File: config.mk
export PLATFORM = sky130hd
export DESIGN_NAME = hav_vec_cell
export DESIGN_NICKNAME = d
export VERILOG_FILES = /design/src/hav_pkg.sv /design/src/hav_vec_cell.sv
export SDC_FILE = /design/constraint.sdc
export NUM_CORES = 1
export LEC_CHECK = 0
export BUFFER_PORTS_ARGS = -buffer_cell sky130_fd_sc_hd__buf_4
export CAP_MARGIN = 20
export CELL_PAD_IN_SITES_DETAIL_PLACEMENT = 0
export CELL_PAD_IN_SITES_GLOBAL_PLACEMENT = 1
export CORE_AREA = 5 5 180 182
export DETAILED_ROUTE_END_ITERATION = 16
export DIE_AREA = 0 0 185 187
export PLACE_DENSITY = 0.81
export SYNTH_ARGS = -nofsm -noshare
export SYNTH_HDL_FRONTEND = slang
export SYNTH_SLANG_ARGS = --single-unit
File: constraint.sdc
create_clock -name clk -period 8.8 [get_ports clk]
set_input_delay 0.44 -clock clk [delete_from_list [all_inputs] [get_ports clk]]
set_output_delay 0.44 -clock clk [all_outputs]
set_load 0.005 [all_outputs]
File: src/hav_pkg.sv
// Shared constants and helper functions for the haversine distance unit.
package hav_pkg;

    localparam int LAT_W  = 28;
    localparam int LON_W  = 29;
    localparam int DIST_W = 31;
    localparam int DW     = 34;  // working width for angles in degree units
    localparam int AW     = 32;  // magnitude of an angle in degree units
    localparam int MW     = 57;  // degree-to-radian product
    localparam int CW     = 34;  // CORDIC datapath
    localparam int SW     = 62;  // square root datapath
    localparam int PW     = 45;  // angle times diameter
    localparam int SQRT_STEPS = 31;

    localparam logic [24:0]            DEG2RAD_Q30   = 25'd18740330;
    localparam logic signed [CW-1:0]   INV_GAIN      = 34'sd652032874;
    localparam logic [13:0]            TWO_RADIUS_KM = 14'd12742;
    localparam logic [DIST_W-1:0]      DIST_MAX      = 31'd1311769600;
    localparam logic [30:0]            Q30_ONE       = 31'h4000_0000;

    function automatic logic signed [CW-1:0] atan_q30(input int idx);
        logic [31:0] v;
        case (idx)
            0:  v = 32'h3243F6A8;
            1:  v = 32'h1DAC6705;
            2:  v = 32'h0FADBAFC;
            3:  v = 32'h07F56EA6;
            4:  v = 32'h03FEAB76;
            5:  v = 32'h01FFD55B;
            6:  v = 32'h00FFFAAA;
            7:  v = 32'h007FFF55;
            8:  v = 32'h003FFFEA;
            9:  v = 32'h001FFFFD;
            10: v = 32'h000FFFFF;
            11: v = 32'h0007FFFF;
            12: v = 32'h0003FFFF;
            13: v = 32'h0001FFFF;
            14: v = 32'h0000FFFF;
            15: v = 32'h00007FFF;
            16: v = 32'h00003FFF;
            17: v = 32'h00001FFF;
            18: v = 32'h00000FFF;
            19: v = 32'h000007FF;
            20: v = 32'h000003FF;
            21: v = 32'h000001FF;
            22: v = 32'h000000FF;
            23: v = 32'h0000007F;
            24: v = 32'h0000003F;
            25: v = 32'h0000001F;
            26: v = 32'h0000000F;
            27: v = 32'h00000008;
            28: v = 32'h00000004;
            29: v = 32'h00000002;
            30: v = 32'h00000001;
            default: v = 32'h00000000;
        endcase
        return CW'(v);
    endfunction

    // limit a CORDIC output to [0, 1] in Q30
    function automatic logic [30:0] clamp_unit(input logic signed [CW-1:0] v);
        logic [30:0] r;
        if (v < 0)
            r = '0;
        else if (v > $signed({3'b000, Q30_ONE}))
            r = Q30_ONE;
        else
            r = v[30:0];
        return r;
    endfunction

endpackage

File: src/hav_vec_cell.sv
// One vectoring-mode CORDIC iteration with its output register.
module hav_vec_cell
    import hav_pkg::*;
#(
    parameter int STEP = 0
)
(
    input  logic                 clk,
    input  logic                 en,
    input  logic signed [CW-1:0] x_in,
    input  logic signed [CW-1:0] y_in,
    input  logic signed [CW-1:0] z_in,
    output logic signed [CW-1:0] x_reg,
    output logic signed [CW-1:0] y_reg,
    output logic signed [CW-1:0] z_reg
);

    localparam logic signed [CW-1:0] ATAN = atan_q30(STEP);

    logic signed [CW-1:0] dx, dy, x_next, y_next, z_next;

    always_comb
    begin
        dx = y_in >>> STEP;
        dy = x_in >>> STEP;
        if (y_in > 0)
        begin
            x_next = x_in + dx;
            y_next = y_in - dy;
            z_next = z_in + ATAN;
        end
        else
        begin
            x_next = x_in - dx;
            y_next = y_in + dy;
            z_next = z_in - ATAN;
        end
    end

    always_ff @(posedge clk)
    begin
        if (en)
        begin
            x_reg <= x_next;
            y_reg <= y_next;
            z_reg <= z_next;
        end
    end

endmodule

==> flow_summary.json <==
{
  "crit_slowest_cell": "sky130_fd_sc_hd__nor4_1",
  "setup_slack_ns": 3.66,
  "clock_tree.buffer_depth": 2,
  "synth_compound_area_frac": 0.267,
  "syn-num-nets": 1463,
  "multi_input_area_sq_um": 6830,
  "timing.critical_path.buf_inv": 3,
  "seq_area_sq_um": 3030,
  "synth_xor_xnor_area_share": 0.0764,
  "drt-vias-per-instance": 5.55,
  "syn_inst_count": 1227,
  "max_clock_freq_mhz": 195,
  "crit_path_cell_trace": "buf_4, nor4_1, nand4_1, nor2_1, a21o_4, inv_2, buf_4, ha_1, o21ai_0, a21boi_0, a31oi_1, a21boi_0, nor3_1, o31ai_1, and2_1, a21oi_1, xnor2_1",
  "maxCapViolCount": 0,
  "ioPinCount": 206,
  "postCtsSetupRepairBufs": 0,
  "globalRouteTotalUtil": 0.196,
  "drv_slew": 0,
  "setup_viol": 0,
  "synthesis.yosys.warnings": 0,
  "ys_dominant_reg_cell": "sky130_fd_sc_hd__edfxtp_1",
  "synth_top_family_by_area": "compound AO/OA/AOI/OAI gates",
  "worst_slew_margin_rel": 0.340,
  "clock-sinks": 101,
  "routed_wl_microns": 35600,
  "postRouteAntennaNets": 0,
  "nets_final": 1637,
  "avgSynthCellArea_sq_um": 8.60,
  "peakVddDrop_uv": 75.1,
  "worst-slew-pin-transition_ns": 0.980,
  "drtIter0Drc": 949,
  "outcome": "finished clean",
  "globalRouteOverflowTotal": 0,
  "place.gp.congestion": 0.945,
  "post_synth_main_area_contributors": "sky130_fd_sc_hd__edfxtp_1, sky130_fd_sc_hd__ha_1, sky130_fd_sc_hd__a21oi_1",
  "path_depth": 17,
  "yosys.area_share.adder": 0.159,
  "post-route-period-util": 0.584,
  "endpoint_type_of_the_worst_setup_path": "flip-flop",
  "grt_max_degree": 61,
  "synth.cells.most_frequent": "sky130_fd_sc_hd__a21oi_1, sky130_fd_sc_hd__ha_1, sky130_fd_sc_hd__inv_1, sky130_fd_sc_hd__edfxtp_1, sky130_fd_sc_hd__nor2_1",
  "cts_max_level": 3,
  "timing.critical_path.max_delay_family": "compound AO/OA/AOI/OAI gates",
  "drt_pass1_iterations": 5,
  "die_w_microns": 185,
  "vias": 10000,
  "n_antenna_cell": 0,
  "synth_seq_cells": 101,
  "synth_async_sr_flop_share": 0,
  "final_hold_viol_count": 0,
  "grt_pass1_wl_microns": 54000,
  "cts_root_buffer": "sky130_fd_sc_hd__clkbuf_16",
  "timing.critical_path.fanout_max": 37,
  "synth_top_area_cell": "sky130_fd_sc_hd__edfxtp_1",
  "yosys.area_share.simple": 0.135,
  "rsz0062_at_grt": "false",
  "rows": 64,
  "postCtsHoldBufs": 0,
  "synth_enable_flop_cells": 101,
  "power_density_nw_per_um2": 146,
  "synth_mux_area_frac": 0.00854,
  "arrival_ns": 5.24,
  "placement.setup.worst_slack_ns": 3.32,
  "postLayoutCoreUtil": 0.417,
  "via_count_of_the_first_global_routing_pass": 9507,
  "criticalPathCategory": "input port to flip-flop",
  "hold_path_depth": 1,
  "proportion_of_netlist_area_held_by_the_largest_area_contributor": 0.288,
  "min-delay-path-class": "input port to flip-flop",
  "synth-seq-area-share": 0.288,
  "grt_antenna_before_repair": 0,
  "fillCellCount": 3029,
  "ys_types": 77,
  "worstPathRequired_ns": 8.90,
  "coreArea_sq_um": 30400,
  "syn_to_final_growth_pct": 20.3,
  "fp.dieArea_sq_um": 34600,
  "initial_cell_density_of_the_core": 0.347,
  "cellLeakagePower_nw": 5.61,
  "worst_setup_path_start_kind": "input port",
  "final_period_minus_worst_setup_slack_ns": 5.14,
  "tns_ns": 0,
  "drt_drc_violations_left": 0,
  "detailed_place_hpwl_microns": 29000,
  "cts_buffers": 9,
  "portBuffers": 205,
  "largest_stage_delay_on_the_critical_path_ns": 0.85,
  "tritoncts_clock_tree": "yes",
  "drive_above_1_share": 0.183,
  "die_height_microns": 187,
  "drt-wirelength-per-cell_microns": 19.8,
  "post_cts.resized_instances": 0,
  "post_synth_instance_area_sq_um": 10500,
  "synth.most_common_cell": "sky130_fd_sc_hd__a21oi_1",
  "clkSlewWorstSetupHoldPaths_ns": 0.07
}
path summary, 6_finish.rpt:
check	start	endpoint
worst max-delay path	y_in[1]	z_reg[30]
worst min-delay path	z_in[2]	z_reg[2]
layout by cell type (no fill, tap or decap), drive strengths merged, types with 6 or more instances in the layout:
cell	count
and2	9
a2111oi	6
nand2b	10
ha	128
xor2	14
o211ai	10
mux2i	9
a211oi	16
inv	122
or2	6
o211a	6
and3	12
a211o	6
nor2b	13
a21oi	160
a21o	32
o21bai	32
nand4	18
clkbuf	9
a221oi	6
o31ai	12
nand3	10
edfxtp	101
buf	209
a31oi	11
clkinv	8
a21boi	6
nand2	65
xnor2	78
o21a	8
nor2	94
nor4	20
o21ai	83
nor3	23
kinds of logic after synthesis:
logic type,after synthesis
XOR/XNOR,92
adder cells (fa/ha/maj),132
AO/OA/AOI/OAI,431
AND/OR/NAND/NOR,292
buffers and inverters,170
multiplexers,9
flip-flops,101
layer usage:
layer,vias up,wire [microns],GRT usage
met5,-,0,0
met4,0,968,0.0613
met3,54,2460,0.0231
met2,420,16300,0.314
met1,4739,15800,0.277
li1,4795,-,-
metrics by stage:
stage / std cells / total power [mW] / hold slack (ns) / area (sq um)
2_1_floorplan: 1227 / 1.12 / 0.539 / 10500
3_3_place_gp: 1785 / 1.45 / 0.618 / 12400
3_5_place_dp: 1786 / 1.46 / 0.623 / 12400
4_1_cts: 1802 / 1.86 / 0.242 / 12700
5_1_grt: 1802 / 1.96 / 0.243 / 12700
6_report: 1802 / 1.86 / 0.256 / 12700
layout make-up:
type | count | area share
inverter | 124 | 0.0367
clock buffer | 9 | 0.0177
timing repair buffer | 209 | 0.123
multi-input combinational | 956 | 0.538
sequential | 101 | 0.239
clock inverter | 7 | 0.00572
tap | 396 | 0.0390
report_power, final:
part           total (mW)  internal (mW)  leakage, nW  switching (mW)
registers           0.667          0.639        0.989          0.0278
clock network       0.406          0.222        0.149           0.184
logic               0.783          0.337         4.47           0.446
Power figures use the tool's default switching activity.
