## config.mk

```make
export PLATFORM = sky130hd
export DESIGN_NAME = hav_sqrt_cell
export DESIGN_NICKNAME = d
export VERILOG_FILES = /design/src/hav_pkg.sv /design/src/hav_sqrt_cell.sv
export SDC_FILE = /design/constraint.sdc
export NUM_CORES = 1
export LEC_CHECK = 0
export BUFFER_PORTS_ARGS = -buffer_cell sky130_fd_sc_hd__buf_4
export CORE_MARGIN = 3
export CORE_UTILIZATION = 45
export DETAILED_ROUTE_END_ITERATION = 16
export GPL_ROUTABILITY_DRIVEN = 1
export HOLD_SLACK_MARGIN = 0.12
export PLACE_DENSITY = 0.69
export SLEW_MARGIN = 20
export SYNTH_ARGS = -nofsm -noshare
export SYNTH_HDL_FRONTEND = slang
export SYNTH_SLANG_ARGS = --single-unit
```

## constraint.sdc

```tcl
create_clock -name clk -period 7.3 [get_ports clk]
set_clock_uncertainty 0.2 [all_clocks]
set_input_delay 0.365 -clock clk [delete_from_list [all_inputs] [get_ports clk]]
set_output_delay 0.365 -clock clk [all_outputs]
set_load 0.02 [all_outputs]
```

## src/hav_pkg.sv

```systemverilog
// Shared constants and helper functions for the haversine distance unit.
package hav_pkg;

    localparam int LAT_W  = 28;
    localparam int LON_W  = 29;
    localparam int DIST_W = 31;
    localparam int DW     = 34;  // working width for angles in degree units
    localparam int AW     = 32;  // magnitude of an angle in degree units
    localparam int MW     = 57;  // degree-to-radian product
    localparam int CW     = 34;  // CORDIC datapath
    localparam int SW     = 62;  // square root datapath
    localparam int PW     = 45;  // angle times diameter
    localparam int SQRT_STEPS = 31;

    localparam logic [24:0]            DEG2RAD_Q30   = 25'd18740330;
    localparam logic signed [CW-1:0]   INV_GAIN      = 34'sd652032874;
    localparam logic [13:0]            TWO_RADIUS_KM = 14'd12742;
    localparam logic [DIST_W-1:0]      DIST_MAX      = 31'd1311769600;
    localparam logic [30:0]            Q30_ONE       = 31'h4000_0000;

    function automatic logic signed [CW-1:0] atan_q30(input int idx);
        logic [31:0] v;
        case (idx)
            0:  v = 32'h3243F6A8;
            1:  v = 32'h1DAC6705;
            2:  v = 32'h0FADBAFC;
            3:  v = 32'h07F56EA6;
            4:  v = 32'h03FEAB76;
            5:  v = 32'h01FFD55B;
            6:  v = 32'h00FFFAAA;
            7:  v = 32'h007FFF55;
            8:  v = 32'h003FFFEA;
            9:  v = 32'h001FFFFD;
            10: v = 32'h000FFFFF;
            11: v = 32'h0007FFFF;
            12: v = 32'h0003FFFF;
            13: v = 32'h0001FFFF;
            14: v = 32'h0000FFFF;
            15: v = 32'h00007FFF;
            16: v = 32'h00003FFF;
            17: v = 32'h00001FFF;
            18: v = 32'h00000FFF;
            19: v = 32'h000007FF;
            20: v = 32'h000003FF;
            21: v = 32'h000001FF;
            22: v = 32'h000000FF;
            23: v = 32'h0000007F;
            24: v = 32'h0000003F;
            25: v = 32'h0000001F;
            26: v = 32'h0000000F;
            27: v = 32'h00000008;
            28: v = 32'h00000004;
            29: v = 32'h00000002;
            30: v = 32'h00000001;
            default: v = 32'h00000000;
        endcase
        return CW'(v);
    endfunction

    // limit a CORDIC output to [0, 1] in Q30
    function automatic logic [30:0] clamp_unit(input logic signed [CW-1:0] v);
        logic [30:0] r;
        if (v < 0)
            r = '0;
        else if (v > $signed({3'b000, Q30_ONE}))
            r = Q30_ONE;
        else
            r = v[30:0];
        return r;
    endfunction

endpackage

```

## src/hav_sqrt_cell.sv

```systemverilog
// One result bit of a restoring integer square root, registered.
module hav_sqrt_cell
    import hav_pkg::*;
#(
    parameter int POS = 0
)
(
    input  logic          clk,
    input  logic          en,
    input  logic [SW-1:0] v_in,
    input  logic [SW-1:0] r_in,
    output logic [SW-1:0] v_reg,
    output logic [SW-1:0] r_reg
);

    localparam logic [SW-1:0] BIT = SW'(1) << (2 * POS);

    logic [SW-1:0] trial, v_next, r_next;

    always_comb
    begin
        trial = r_in + BIT;
        if (v_in >= trial)
        begin
            v_next = v_in - trial;
            r_next = (r_in >> 1) + BIT;
        end
        else
        begin
            v_next = v_in;
            r_next = r_in >> 1;
        end
    end

    always_ff @(posedge clk)
    begin
        if (en)
        begin
            v_reg <= v_next;
            r_reg <= r_next;
        end
    end

endmodule

```

==> flow_summary.json <==
{
  "leakagePower_nw": 5.73,
  "clockBufferDepth": 2,
  "core-area_sq_um": 23100,
  "antenna_left": 0,
  "start_util_pct": 46.6,
  "top_usage_layer": "met2",
  "die_w_um": 160,
  "setup_viol_count_final": 0,
  "fmax_ghz": 0.149,
  "status": "complete, no violations",
  "crit_type": "input port to register",
  "setup-tns-final_ns": 0,
  "finalWirelength_mm": 43.3,
  "rows": 55,
  "wl_per_cell_um": 23.0,
  "drc": 0,
  "grt_max_degree": 82,
  "htree_levels": 4,
  "vias": 11100,
  "hold_depth": 3,
  "pwr-share-clk_pct": 31.7,
  "endpoint_kind": "register",
  "syn_nets": 1442,
  "grt_util_met2_pct": 52.8,
  "dp_slack_ns": 0.973,
  "maxCapViolCount": 0,
  "grt_first_pass_wirelength_mm": 64.7,
  "synthCells": 1251,
  "seqPwrFrac_pct": 33.8,
  "place_congestion": 0.963,
  "p_comb_share_pct": 34.5,
  "slew_viol_final": 0,
  "vias_per_cell": 5.88,
  "setup_ws_ns": 0.599,
  "met3_usage_pct": 4.67,
  "io_pins": 250,
  "hold_end": "v_reg[29]",
  "die_h_um": 160,
  "synth_top_area_cell": "edfxtp_1",
  "yosysWarningCount": 0,
  "dp_hpwl_mm": 33.3,
  "crit_required_ns": 7.27,
  "worst_slew_pin_slew_ns": 0.838,
  "synth_top_area_share_pct": 34.7,
  "synth_area_sq_um": 10700,
  "cts_tree": "built",
  "synth_flop_cell": "edfxtp_1",
  "slew_headroom_pct": 43.7,
  "drt_iter0_drc": 1177,
  "cp_max_fo": 33,
  "grt_antenna_before_repair": 1,
  "netSwitchingFraction_pct": 35.0,
  "fin_crit_ns": 6.70,
  "dieArea_sq_um": 25700,
  "io_buffers": 249,
  "yosysSeqAreaShare_pct": 34.7,
  "numCtsBuffers": 17,
  "hp-start": "v_in[29]",
  "p_int_mw": 1.77,
  "synth.area.top_cells": "edfxtp_1 (35%), xnor2_1 (8.3%), ha_1 (7.5%), a21oi_1 (6.4%), xor2_1 (6.1%)",
  "peakVddDrop_v": 0.000153,
  "area_growth_pct": 33.3,
  "rsz0062_at_grt": "false",
  "cp_data_arrival_time_ns": 6.67,
  "grt_usage_pct": 32.6,
  "root_buffer": "clkbuf_16",
  "synth_edf_count": 124,
  "ys_types": 71,
  "post_cts_buffers": 0,
  "fillers": 2023,
  "startpoint_type": "input port",
  "drive_above_1_share_pct": 20.0,
  "use_met1_pct": 46.2,
  "clk_pin_slew_ns": 0.06,
  "powerDensity_nw_per_um2": 190,
  "p_sw_uw": 952,
  "grt_pass1_vias": 10800,
  "synth_area_per_cell_sq_um": 8.58,
  "clkSinkCount": 124,
  "fin_nets": 1748,
  "synth.ff_latch_count": 124,
  "drt_first_pass_iters": 6,
  "finalHoldViolCount": 0,
  "fin_crit_sh_pct": 91.8,
  "antenna-diode-count": 0,
  "hold_class": "input port to register",
  "grt_overflow": 0,
  "final_util_pct": 62.0,
  "async_flop_share_pct": 0
}
cells by family (layout without fill, tap and decap cells):
kind of cell	count (synthesis)	after routing	synth area share, %
adder cells (fa/ha/maj)	65	65	7.65
buffers and inverters	102	421	4.25
AND/OR/NAND/NOR	493	493	22.5
flip-flops	124	124	34.7
AO/OA/AOI/OAI	289	289	16.4
XOR/XNOR	178	178	14.6
worst max-delay path by stage:
stage	from	end	slack [ns]	cells after the start
6_report	r_in[1]	r_reg[47]	0.60	23
2_1_floorplan	r_in[1]	r_reg[44]	2.13	21
3_5_place_dp	r_in[1]	r_reg[47]	0.97	22
4_1_cts	r_in[1]	r_reg[47]	0.83	23
5_1_grt	r_in[1]	r_reg[47]	0.31	23
3_3_place_gp	r_in[1]	r_reg[47]	1.0	22
layout by cell type (no fill, tap or decap), types with 11 or more instances in the layout:
cell           netlist  layout
a21o_1              33      33
dlygate4sd3_1        0      95
xnor2_1            102     102
o21bai_1            16      16
and2_1              11      11
nor3_1              32      32
a21oi_1            138     138
buf_4                7     261
clkbuf_16            0      17
nand4_1             54      54
nand2_1            134     134
ha_1                64      64
nor4_1              11      11
xor2_1              75      75
nor2_1             123     123
nand3_1             58      58
edfxtp_1           124     124
and3_1              24      24
inv_1               31      31
o21ai_0             39      39
repair_timing:
| action | CTS | global route |
|---|---|---|
| endpoints found under the hold margin | 95 | 0 |
| gates resized for setup | 0 | 0 |
| hold buffers | 95 | 0 |
synthesized netlist by cell type, types with 3 or more instances:
cell	number
clkbuf_1	34
o21a_1	5
xnor2_1	102
and4_1	3
nand4_1	54
buf_2	21
inv_1	31
and3_1	24
nand2b_1	6
nand2_1	134
edfxtp_1	124
o21bai_1	16
nand3_1	58
and2_1	11
o211ai_1	4
a31oi_1	8
buf_4	7
o21ai_0	39
nor4_1	11
nand4b_1	4
nor3_1	32
or3_1	9
xor2_1	75
nor2_1	123
a21oi_1	138
ha_1	64
o21ai_1	10
nor4_2	5
a211oi_1	6
a2111oi_0	3
a21o_1	33
clkbuf_2	5
power by group through the flow:
stage	clock (mW)	sequential [mW]	combinational (mW)
2_1_floorplan	0	1.03	0.424
3_5_place_dp	0	0.929	0.876
3_3_place_gp	0	0.929	0.878
6_report	0.862	0.918	0.938
5_1_grt	0.898	0.925	1.00
4_1_cts	0.871	0.916	0.922
worst max-delay path: stages:
cell,delay (ns)
dlygate4sd3_1,0.53
buf_4,0.14
ha_1,0.23
nand3_1,0.13
nor2_2,0.25
nand3_1,0.22
nor4_2,0.30
buf_4,0.21
nand3_1,0.14
nor4_2,0.53
nand2_1,0.15
xor2_1,0.18
ha_1,0.43
nand4_2,0.26
nor4b_2,0.57
a21oi_1,0.11
o21ai_0,0.23
a21bo_2,0.27
o2111ai_2,0.25
nand2_4,0.43
buf_4,0.36
nand4b_1,0.16
xnor2_1,0.18
metal layers:
layer,vias to the layer above,share of wire [%]
met5,-,0
met4,0,2.1
met3,64,8.5
met2,602,45
met1,5264,44
li1,5138,-
final cells by class:
cell class              instances  area (sq um)  share of cell area, %
inverters                      31           116                  0.814
well taps                     313           392                   2.74
clock buffers                  18           429                   3.00
multi-input cells            1025          6560                   45.8
flip-flops and latches        124          3720                   26.0
repair buffers                358          2940                   20.6
clock inverters                14           144                   1.01
per-stage QoR:
stage / total power, mW / instance area, sq um / instances / hold WS (ns)
after floorplan: 1.45 / 10700 / 1251 / 0.277
after global placement: 1.81 / 12800 / 1756 / 0.471
after detailed placement: 1.81 / 12800 / 1756 / 0.480
after CTS: 2.71 / 14300 / 1883 / 0.121
after global routing: 2.82 / 14300 / 1883 / 0.129
final: 2.72 / 14300 / 1883 / 0.130
Note: power is estimated with default switching activity, not from simulation.
