<file path="config.mk">
export PLATFORM = sky130hd
export DESIGN_NAME = hav_rot_cell
export DESIGN_NICKNAME = d
export VERILOG_FILES = /design/src/hav_pkg.sv /design/src/hav_rot_cell.sv
export SDC_FILE = /design/constraint.sdc
export NUM_CORES = 1
export LEC_CHECK = 0
export ABC_AREA = 1
export BUFFER_PORTS_ARGS = -buffer_cell sky130_fd_sc_hd__buf_2
export CORE_UTILIZATION = 50
export CTS_BUF_LIST = sky130_fd_sc_hd__clkbuf_2
export CTS_CLUSTER_DIAMETER = 40
export DETAILED_ROUTE_END_ITERATION = 8
export HOLD_SLACK_MARGIN = 0.15
export PLACE_DENSITY = 0.77
export SYNTH_ARGS = -nofsm -noshare
export SYNTH_HDL_FRONTEND = slang
export SYNTH_SLANG_ARGS = --single-unit
</file>
<file path="constraint.sdc">
create_clock -name clk -period 3.94 [get_ports clk]
set_clock_uncertainty 0.05 [all_clocks]
set_input_delay 0.394 -clock clk [delete_from_list [all_inputs] [get_ports clk]]
set_output_delay 0.394 -clock clk [all_outputs]
set_load 0.02 [all_outputs]
</file>
<file path="src/hav_pkg.sv">
// Shared constants and helper functions for the haversine distance unit.
package hav_pkg;

    localparam int LAT_W  = 28;
    localparam int LON_W  = 29;
    localparam int DIST_W = 31;
    localparam int DW     = 34;  // working width for angles in degree units
    localparam int AW     = 32;  // magnitude of an angle in degree units
    localparam int MW     = 57;  // degree-to-radian product
    localparam int CW     = 34;  // CORDIC datapath
    localparam int SW     = 62;  // square root datapath
    localparam int PW     = 45;  // angle times diameter
    localparam int SQRT_STEPS = 31;

    localparam logic [24:0]            DEG2RAD_Q30   = 25'd18740330;
    localparam logic signed [CW-1:0]   INV_GAIN      = 34'sd652032874;
    localparam logic [13:0]            TWO_RADIUS_KM = 14'd12742;
    localparam logic [DIST_W-1:0]      DIST_MAX      = 31'd1311769600;
    localparam logic [30:0]            Q30_ONE       = 31'h4000_0000;

    function automatic logic signed [CW-1:0] atan_q30(input int idx);
        logic [31:0] v;
        case (idx)
            0:  v = 32'h3243F6A8;
            1:  v = 32'h1DAC6705;
            2:  v = 32'h0FADBAFC;
            3:  v = 32'h07F56EA6;
            4:  v = 32'h03FEAB76;
            5:  v = 32'h01FFD55B;
            6:  v = 32'h00FFFAAA;
            7:  v = 32'h007FFF55;
            8:  v = 32'h003FFFEA;
            9:  v = 32'h001FFFFD;
            10: v = 32'h000FFFFF;
            11: v = 32'h0007FFFF;
            12: v = 32'h0003FFFF;
            13: v = 32'h0001FFFF;
            14: v = 32'h0000FFFF;
            15: v = 32'h00007FFF;
            16: v = 32'h00003FFF;
            17: v = 32'h00001FFF;
            18: v = 32'h00000FFF;
            19: v = 32'h000007FF;
            20: v = 32'h000003FF;
            21: v = 32'h000001FF;
            22: v = 32'h000000FF;
            23: v = 32'h0000007F;
            24: v = 32'h0000003F;
            25: v = 32'h0000001F;
            26: v = 32'h0000000F;
            27: v = 32'h00000008;
            28: v = 32'h00000004;
            29: v = 32'h00000002;
            30: v = 32'h00000001;
            default: v = 32'h00000000;
        endcase
        return CW'(v);
    endfunction

    // limit a CORDIC output to [0, 1] in Q30
    function automatic logic [30:0] clamp_unit(input logic signed [CW-1:0] v);
        logic [30:0] r;
        if (v < 0)
            r = '0;
        else if (v > $signed({3'b000, Q30_ONE}))
            r = Q30_ONE;
        else
            r = v[30:0];
        return r;
    endfunction

endpackage

</file>
<file path="src/hav_rot_cell.sv">
// One rotation-mode CORDIC iteration with its output register.
module hav_rot_cell
    import hav_pkg::*;
#(
    parameter int STEP = 0
)
(
    input  logic                 clk,
    input  logic                 en,
    input  logic signed [CW-1:0] x_in,
    input  logic signed [CW-1:0] y_in,
    input  logic signed [CW-1:0] z_in,
    output logic signed [CW-1:0] x_reg,
    output logic signed [CW-1:0] y_reg,
    output logic signed [CW-1:0] z_reg
);

    localparam logic signed [CW-1:0] ATAN = atan_q30(STEP);

    logic signed [CW-1:0] dx, dy, x_next, y_next, z_next;

    always_comb
    begin
        dx = y_in >>> STEP;
        dy = x_in >>> STEP;
        if (z_in >= 0)
        begin
            x_next = x_in - dx;
            y_next = y_in + dy;
            z_next = z_in - ATAN;
        end
        else
        begin
            x_next = x_in + dx;
            y_next = y_in - dy;
            z_next = z_in + ATAN;
        end
    end

    always_ff @(posedge clk)
    begin
        if (en)
        begin
            x_reg <= x_next;
            y_reg <= y_next;
            z_reg <= z_next;
        end
    end

endmodule

</file>
==> results of run 1 <==
repair_timing:
item,4_1_cts,5_1_grt
gates resized for setup,0,4
hold endpoints to repair,19,0
endpoints found under the setup margin,0,16
hold buffers,20,0
buffers inserted,0,4
cell type report:
class	count	area (um^2)
Clock buffer	9	45.0
Tap cell	319	399
Sequential cell	101	3030
Fill cell	2344	9940
Multi-Input combinational cell	1460	7880
Clock inverter	7	73.8
Timing Repair Buffer	237	1320
Inverter	282	1060
Antenna cell	1	2.50
worst min path at each step:
stage,endpoint,slack [ns]
after floorplan,z_reg[0]$_DFFE_PP_,0.44
after global placement,z_reg[2]$_DFFE_PP_,0.55
after detailed placement,z_reg[1]$_DFFE_PP_,0.55
after CTS,z_reg[13]$_DFFE_PP_,0.16
after global routing,z_reg[20]$_DFFE_PP_,0.17
final,z_reg[13]$_DFFE_PP_,0.19
tightest hold or removal path, delay by kind of cell:
family     cells  cell delay [ns]
fa+ha+maj      1             0.22
buf+inv        1             0.11
xor+xnor       1             0.10
layer usage:
metal / part of all wire, % / up-vias / wire length [um]
met1: 43 / 6236 / 19100
met2: 45 / 697 / 19900
met5: 0 / - / 0
met3: 7.6 / 117 / 3400
li1: - / 6551 / -
met4: 4.8 / 0 / 2140
power by group through the flow:
stage | combinational [mW] | clock [mW] | sequential [mW]
finish | 2.00 | 0.617 | 1.44
global route | 2.18 | 0.646 | 1.46
CTS | 1.95 | 0.615 | 1.44
detailed placement | 1.93 | 0 | 1.47
global placement | 1.91 | 0 | 1.47
floorplan | 1.08 | 0 | 1.67
cell usage in the layout (no fill, tap or decap), drive strengths merged, types with 20 or more instances in the layout:
cell | synthesis | layout
nand4 | 22 | 22
inv | 282 | 286
nor2 | 180 | 180
dlygate4sd3 | 0 | 20
nand2 | 543 | 543
xor2 | 56 | 56
nor3 | 29 | 29
o21ai | 114 | 114
a21oi | 155 | 155
edfxtp | 101 | 101
ha | 129 | 129
buf | 41 | 217
nand3 | 168 | 168
cell families (layout without fill, tap and decap cells):
group,Yosys count,after routing,share of synthesized area (%)
flip-flops,101,101,24.8
other,0,1,0
AND/OR/NAND/NOR,958,958,32.7
XOR/XNOR,61,61,4.37
adder cells (fa/ha/maj),133,133,13.8
AO/OA/AOI/OAI,308,308,13.4
buffers and inverters,326,535,10.9
stage by stage:
stage	instance area, um^2	std cells	util [%]
2_1_floorplan	12200	1887	-
3_3_place_gp	13500	2375	56.6
3_5_place_dp	13500	2375	56.6
4_1_cts	13800	2411	58.0
5_1_grt	13800	2416	58.1
6_report	13800	2416	58.1
==> summary by stage, run 1 <==
Layout
The fraction of final layout cells sized beyond drive strength 1 is 12.0%. Compared with the post-synthesis result, the final layout area differs by 12.8%. After the last flow step, the layout net total stands at 2,328.

Global route
The total global routing overflow is 0. The met3 routing resource usage after global routing is 3.84%. The busiest metal layer after global routing is met2.

The met1 track demand over resource is 45.7%. The initial antenna violation count is 1. The total routing usage reported by global routing is 35.3%. The first global-routing pass estimated 66.8 mm of wire.

The via count of the first global-routing pass was 12,688. Entering global routing, the biggest net connects 74 pins. The met2 track demand over resource in global routing is 58.3%.

Die
For this configuration, the core starts out at a cell density of 51.5%. The floorplan step defined a die boundary enclosing 25,100 um^2. The floorplan step set the die height to 158 um.

The number of primary I/O pins is 206. In this run the core area contains 56 standard-cell rows. The area of the core is 23,800 um^2. The die width is 158 um.

CTS
TritonCTS built the clock tree. Clock-pin slew was measured on the worst setup and hold paths at 0.37 ns. The number of clock buffers added by TritonCTS is 9. The tree built by TritonCTS fans out to 101 sinks. The H-tree level count is 3. Clock tree synthesis selected as its root buffer the cell sky130_fd_sc_hd__clkbuf_2. Counting along the longest clock path gives a buffer depth of 2.

Pwr
The maximum vdd ir drop is 0.190 mV. The power density over the cells is 294 nW/um^2. The power share of the combinational group is 49.2%.

For this design the total switching power over the nets is 1.95 mW. The proportion of total power due to net switching is 47.9%. Internal power comes to 2.12 mW. The relative contribution of sequential cells to total power is 35.6%.

The total power after layout is 4.06 mW. The leakage power of the design is 7.15 nW. The portion of total power attributed to the clock network is 15.2%.

Detailed routing
The total via count in the routed design is 13,601. The length of the first detailed-routing pass in iterations is 7. The detailed-route DRC error count is 0.

The detail-routed via count per cell is 5.63. The final routed wirelength across all metal layers is 44.5 mm. The count of nets left with antenna violations once routing finished came out at 0. The wire length per cell after detailed routing is 18.4 um. The detailed router finished its first iteration with 1,226 violations.

Logic synthesis
The number of distinct standard cells referenced by the synthesized netlist is 37. The cell count after synthesis came out at 1,887. The biggest area contributor in the post-synthesis netlist is sky130_fd_sc_hd__edfxtp_1. The number of enable-type register cells in the synthesized netlist is 101. The leading cell type by number of instances after synthesis is sky130_fd_sc_hd__nand2_1. The number of warnings printed during yosys synthesis is 0.

Synthesis inferred 101 register bits. The leading register cell type out of synthesis is sky130_fd_sc_hd__edfxtp_1. The commonest cells after synthesis are sky130_fd_sc_hd__nand2_1 (540), sky130_fd_sc_hd__inv_1 (280), sky130_fd_sc_hd__nor2_1 (175). The share of flip-flops with an asynchronous set or reset is 0%.

The portion of the post-synthesis area used by sequential elements is 24.8%. The post-synth net total is 2,124. The average instance in the mapped netlist occupies 6.49 um^2. The fraction of synthesized cell area taken by the top area cell type is 24.8%. By area the synthesized netlist is led by sky130_fd_sc_hd__edfxtp_1 (25%), sky130_fd_sc_hd__nand2_1 (17%), sky130_fd_sc_hd__ha_1 (13%).

The synthesized netlist occupies a cell area of 12,200 um^2.

Worst setup path
Data on the critical path is required at its endpoint by 4.38 ns. Data on the critical path arrives at its endpoint at 4.23 ns. The worst setup path is captured at a flip-flop. The slowest cell on the critical path is sky130_fd_sc_hd__dlygate4sd3_1. The largest fanout on the critical path is 15. The startpoint class of the critical path is an input pin.

The critical path crosses 18 cells after its start point. Broken down by cell family, the worst path's largest delay share belongs to simple AND/OR/NAND/NOR gates. The worst setup path is of the input pin to flip-flop kind. Counting both buffers and inverters, the worst setup path holds a total of 4. In this run the worst setup path begins at z_in[33].

The largest single stage delay on the critical path is 0.52 ns. The signal on the critical path passes through dlygate4sd3_1, buf_2, inv_1, ha_1, nand3_1, nor3_1, nand3b_1, nor2_2, nor2_4, buf_4, ha_1, a21oi_1, o21ai_0, a21oi_1, nand2_1, nand3b_1, nand2_1, xor2_1. The timing endpoint of the critical path is z_reg[33]$_DFFE_PP_.

Placed design
After legalization and detailed placement, the total HPWL measured 36.7 mm. The final weighted congestion of routability-driven global placement is 1.01. In this run the tool buffered the top-level ports with 205 buffer cells. The worst slack at placement is -0.0640 ns.

Timing
For the pin with the worst max-slew slack, the measured transition is 1.01 ns. Across all hold checks on the routed design, the worst slack comes to 0.192 ns. Dividing the final minimum period by the clock period gives 96.1%. Setup repair after global routing left no endpoint under its margin. The minimum period implied by the final worst setup slack is 3.79 ns. The max-slew violation count came to 0. Setup violations remaining at the end of the flow were counted as 0. Measured against its own limit, the worst slew margin works out to 32.3%.

The final number of hold-violating endpoints is 0. The final critical-path setup slack is 0.155 ns. In the final timing run, aggregate negative setup slack is 0 ns.

Based on the critical path, the design can be clocked at up to 264 MHz.

Hold path
The type of the tightest min-delay check is input pin to flip-flop. The start point of the worst hold path is z_in[13]. The cell depth of the worst min-delay path is 3.

Flow run
Across the run, the number of max-cap violations was 0.

Run status
The flow ran to the end, and the final reports show no timing, DRC or antenna violations.
No activity file was read; power rests on OpenSTA's default activity.
==> run 2, diff against run 1 <==
--- a/config.mk
+++ b/config.mk
@@ -13,6 +13,7 @@
 export DETAILED_ROUTE_END_ITERATION = 8
 export HOLD_SLACK_MARGIN = 0.15
 export PLACE_DENSITY = 0.77
+export RECOVER_POWER = 100
 export SYNTH_ARGS = -nofsm -noshare
 export SYNTH_HDL_FRONTEND = slang
 export SYNTH_SLANG_ARGS = --single-unit
==> constraint.sdc (replaced) <==
create_clock -name clk -period 4.3 [get_ports clk]
set_clock_uncertainty 0.05 [all_clocks]
set_input_delay 0.43 -clock clk [delete_from_list [all_inputs] [get_ports clk]]
set_output_delay 0.43 -clock clk [all_outputs]
set_load 0.02 [all_outputs]
==> summary by stage, run 2 (synthesized netlist as in run 1, its figures left out) <==
Run status
The flow ran to the end, but the final reports show violations. The final reports fail on max-capacitance violations, max-slew violations.

Timing
Setup repair after global routing left no endpoint under its margin. The max-slew violation count is 69 (+69). The count of final setup violators is 0 (unchanged). Derived from the worst setup path, the maximum achievable clock frequency is 246 MHz. The pin slew with the least headroom to its limit is 1.99 ns (+0.976 ns).

The final critical-path setup slack is 0.240 ns (+0.0854 ns). The setup TNS after final layout is 0 ns (unchanged). The headroom to the max-slew limit is -32.7% (-65 points). The worst hold slack across all endpoints is 0.195 ns (+0.00268 ns). The minimum period implied by the final worst setup slack is 4.06 ns. The final number of hold-violating endpoints is 0 (unchanged). The worst path uses 94.4% of the clock period.

Global route
The pin count of the biggest net entering global routing is 57 (-23%). The total global routing overflow came to 0 (unchanged). The total routing usage reported by global routing is 35.2% (-0.13 points). The via count of the first global-routing pass is 12,783 (+0.75%).

The initial antenna violation count is 1 (unchanged). The first-pass GRT wire length is 66.7 mm (-0.20%).

Worst setup path
STA classifies the critical path endpoint as a flip-flop. The startpoint class of the critical path is an input pin. Traced cell by cell, the critical path runs through dlygate4sd3_1, clkbuf_1, inv_1, ha_1, nand3_1, nor3_1, nand3b_1, nor2_1, nor2_4, inv_2, clkbuf_1, o21ai_0, o21ai_0.

The slowest stage of the critical path is the sky130_fd_sc_hd__clkbuf_1 cell. The kind of critical path is input pin to flip-flop. The longest individual stage delay on the worst path came to 0.89 ns (+0.37 ns).

The required time of the critical path was 4.69 ns (+0.31 ns). The largest fanout on the critical path is 23 (+8). The arrival time at the worst endpoint is 4.45 ns (+0.22 ns).

Pwr
The internal portion of total power is 1.91 mW (-9.9%). The maximum vdd ir drop was 0.209 mV (+9.9%). The power density over the cells is 271 nW/um^2 (-7.8%). The total power after layout was 3.69 mW (-9.0%).

The leakage power of the design came to 6.82 nW (-4.6%). The proportion of total power due to net switching is 48.4% (+0.47 points). The power share of the combinational group was 48.3% (-0.9 points). The reported net switching power is 1.79 mW (-8.2%). The portion of total power attributed to the clock network is 15.7% (+0.5 points). The relative contribution of sequential cells to total power came to 36.0% (+0.4 points).

Die
The area of the core came to 23,800 um^2 (unchanged). The die height is 158 um (unchanged). The die width is 158 um (unchanged). The die outline area is 25,100 um^2 (unchanged). The number of primary I/O pins is 206 (unchanged). The number of placement rows is 56 (unchanged). The initial core utilization is 51.5% (unchanged).

Layout
The filler cell count in the final layout is 2,456 (+4.8%). The layout overhead on the synthesized area is 11.3%. Leaving out fill and tap cells, the most frequent cell in the layout is sky130_fd_sc_hd__nand2_1.

The total number of nets in the final design is 2,322 (-0.26%). The final instance area came to 13,600 um^2 (-1.3%). The combined flip-flop and latch cell area was 3030 um^2 (unchanged). The top cell types in the final layout, fill and taps aside, are sky130_fd_sc_hd__nand2_1 (540), sky130_fd_sc_hd__inv_1 (280), sky130_fd_sc_hd__nor2_1 (175), sky130_fd_sc_hd__nand3_1 (165), sky130_fd_sc_hd__a21oi_1 (155). The share of the core filled with cells in the final layout is 57.4% (-0.78 points). The area used by multi-input combinational logic was 7870 um^2 (about the same). The final cell count without fillers is 2,410 (-0.25%). The fraction of final layout cells sized beyond drive strength 1 is 6.60% (-5.4 points).

Placed design
The final weighted congestion of routability-driven global placement is 0.998 (-0.91%). The number of input and output port buffers inserted came to 205 (unchanged). The number of placed instances, taps included is 2,375 (unchanged).

The worst slack at placement is 0.172 ns (+0.236 ns). The detailed placer's ending HPWL came to 36.8 mm (+0.31%). The standard cell area after detailed placement is 13,500 um^2 (unchanged).

Detailed routing
The detailed-route DRC error count came to 0 (unchanged). The total via count in the routed design is 13,505 (-0.71%). The detail-routed via count per cell came to 5.60 (-0.46%). The final routed wirelength across all metal layers is 44.3 mm (-0.47%). The length of the first detailed-routing pass in iterations came to 6 (-1). The wire length per cell after detailed routing is 18.4 um (-0.22%). The initial detailed-routing violation count is 1,254 (+2.3%).

The number of routed nets with antenna violations is 0 (unchanged).

CTS
The maximum root-to-sink buffer count is 2 (unchanged). TritonCTS built the clock tree. The H-tree level count is 3 (unchanged).

The root buffer cell is sky130_fd_sc_hd__clkbuf_2. The count of buffers added by post-CTS timing repair for setup is 0 (unchanged). The clock transition at the register clock pins on the worst setup and hold paths after CTS was 0.38 ns (about the same). The post-cts repair resize count is 0 (unchanged).

The total clock buffers created by CTS was 9 (unchanged). The number of sinks on the clock net was 101 (unchanged).

Flow run
The max-cap violation count is 2 (+2).

Hold path
The type of the tightest min-delay check is input pin to flip-flop.
==> run 2: cell types whose count changed in the layout (fill, tap and decap cells not counted), sizes merged <==
cell | before | now
buf | 217 | 101
clkbuf | 9 | 121
dlygate4sd3 | 20 | 18
==> run 2: critical path: cells and delay by family <==
| family | cells | cell delay [ns] |
|---|---|---|
| buffers and inverters | 5 | 2.00 |
| adders and majority gates | 1 | 0.29 |
| AOI/OAI and AO/OA | 2 | 0.65 |
| and+or+nand+nor | 5 | 1.05 |
==> run 2: worst paths after layout <==
kind,start,to,cells past startpoint,slack [ns]
max,z_in[33],x_reg[10]$_DFFE_PP_,13,0.24
min,z_in[23],z_reg[23]$_DFFE_PP_,3,0.20
==> run 2: power groups by stage <==
| stage | clock network (mW) | logic, mW | registers (mW) |
|---|---|---|---|
| 6_report | 0.579 | 1.78 | 1.33 |
| 5_1_grt | 0.614 | 1.95 | 1.35 |
| 4_1_cts | 0.594 | 1.79 | 1.32 |
| 3_5_place_dp | 0 | 1.77 | 1.35 |
| 3_3_place_gp | 0 | 1.75 | 1.34 |
| 2_1_floorplan | 0 | 0.988 | 1.53 |
==> run 2: area by class of cell <==
type,count,area share (%)
clock buffers,9,0.331
well taps,319,2.93
multi-input cells,1460,57.8
repair buffers,231,8.20
flip-flops and latches,101,22.3
inverters,282,7.77
clock inverters,7,0.689
diodes,1,0.0184
==> run 2: per-layer routing <==
metal,vias up,routed length (um),global-route usage (%),part of all wire (%)
li1,6538,-,-,-
met3,99,3740,5.42,8.4
met1,6159,18600,44.3,42
met2,709,20400,59.3,46
met5,-,0,0,0
met4,0,1630,15.5,3.7
==> run 2: timing repair <==
action	in CTS	in global routing
hold endpoints to repair	45	0
setup endpoints to repair	0	0
hold buffers	18	0
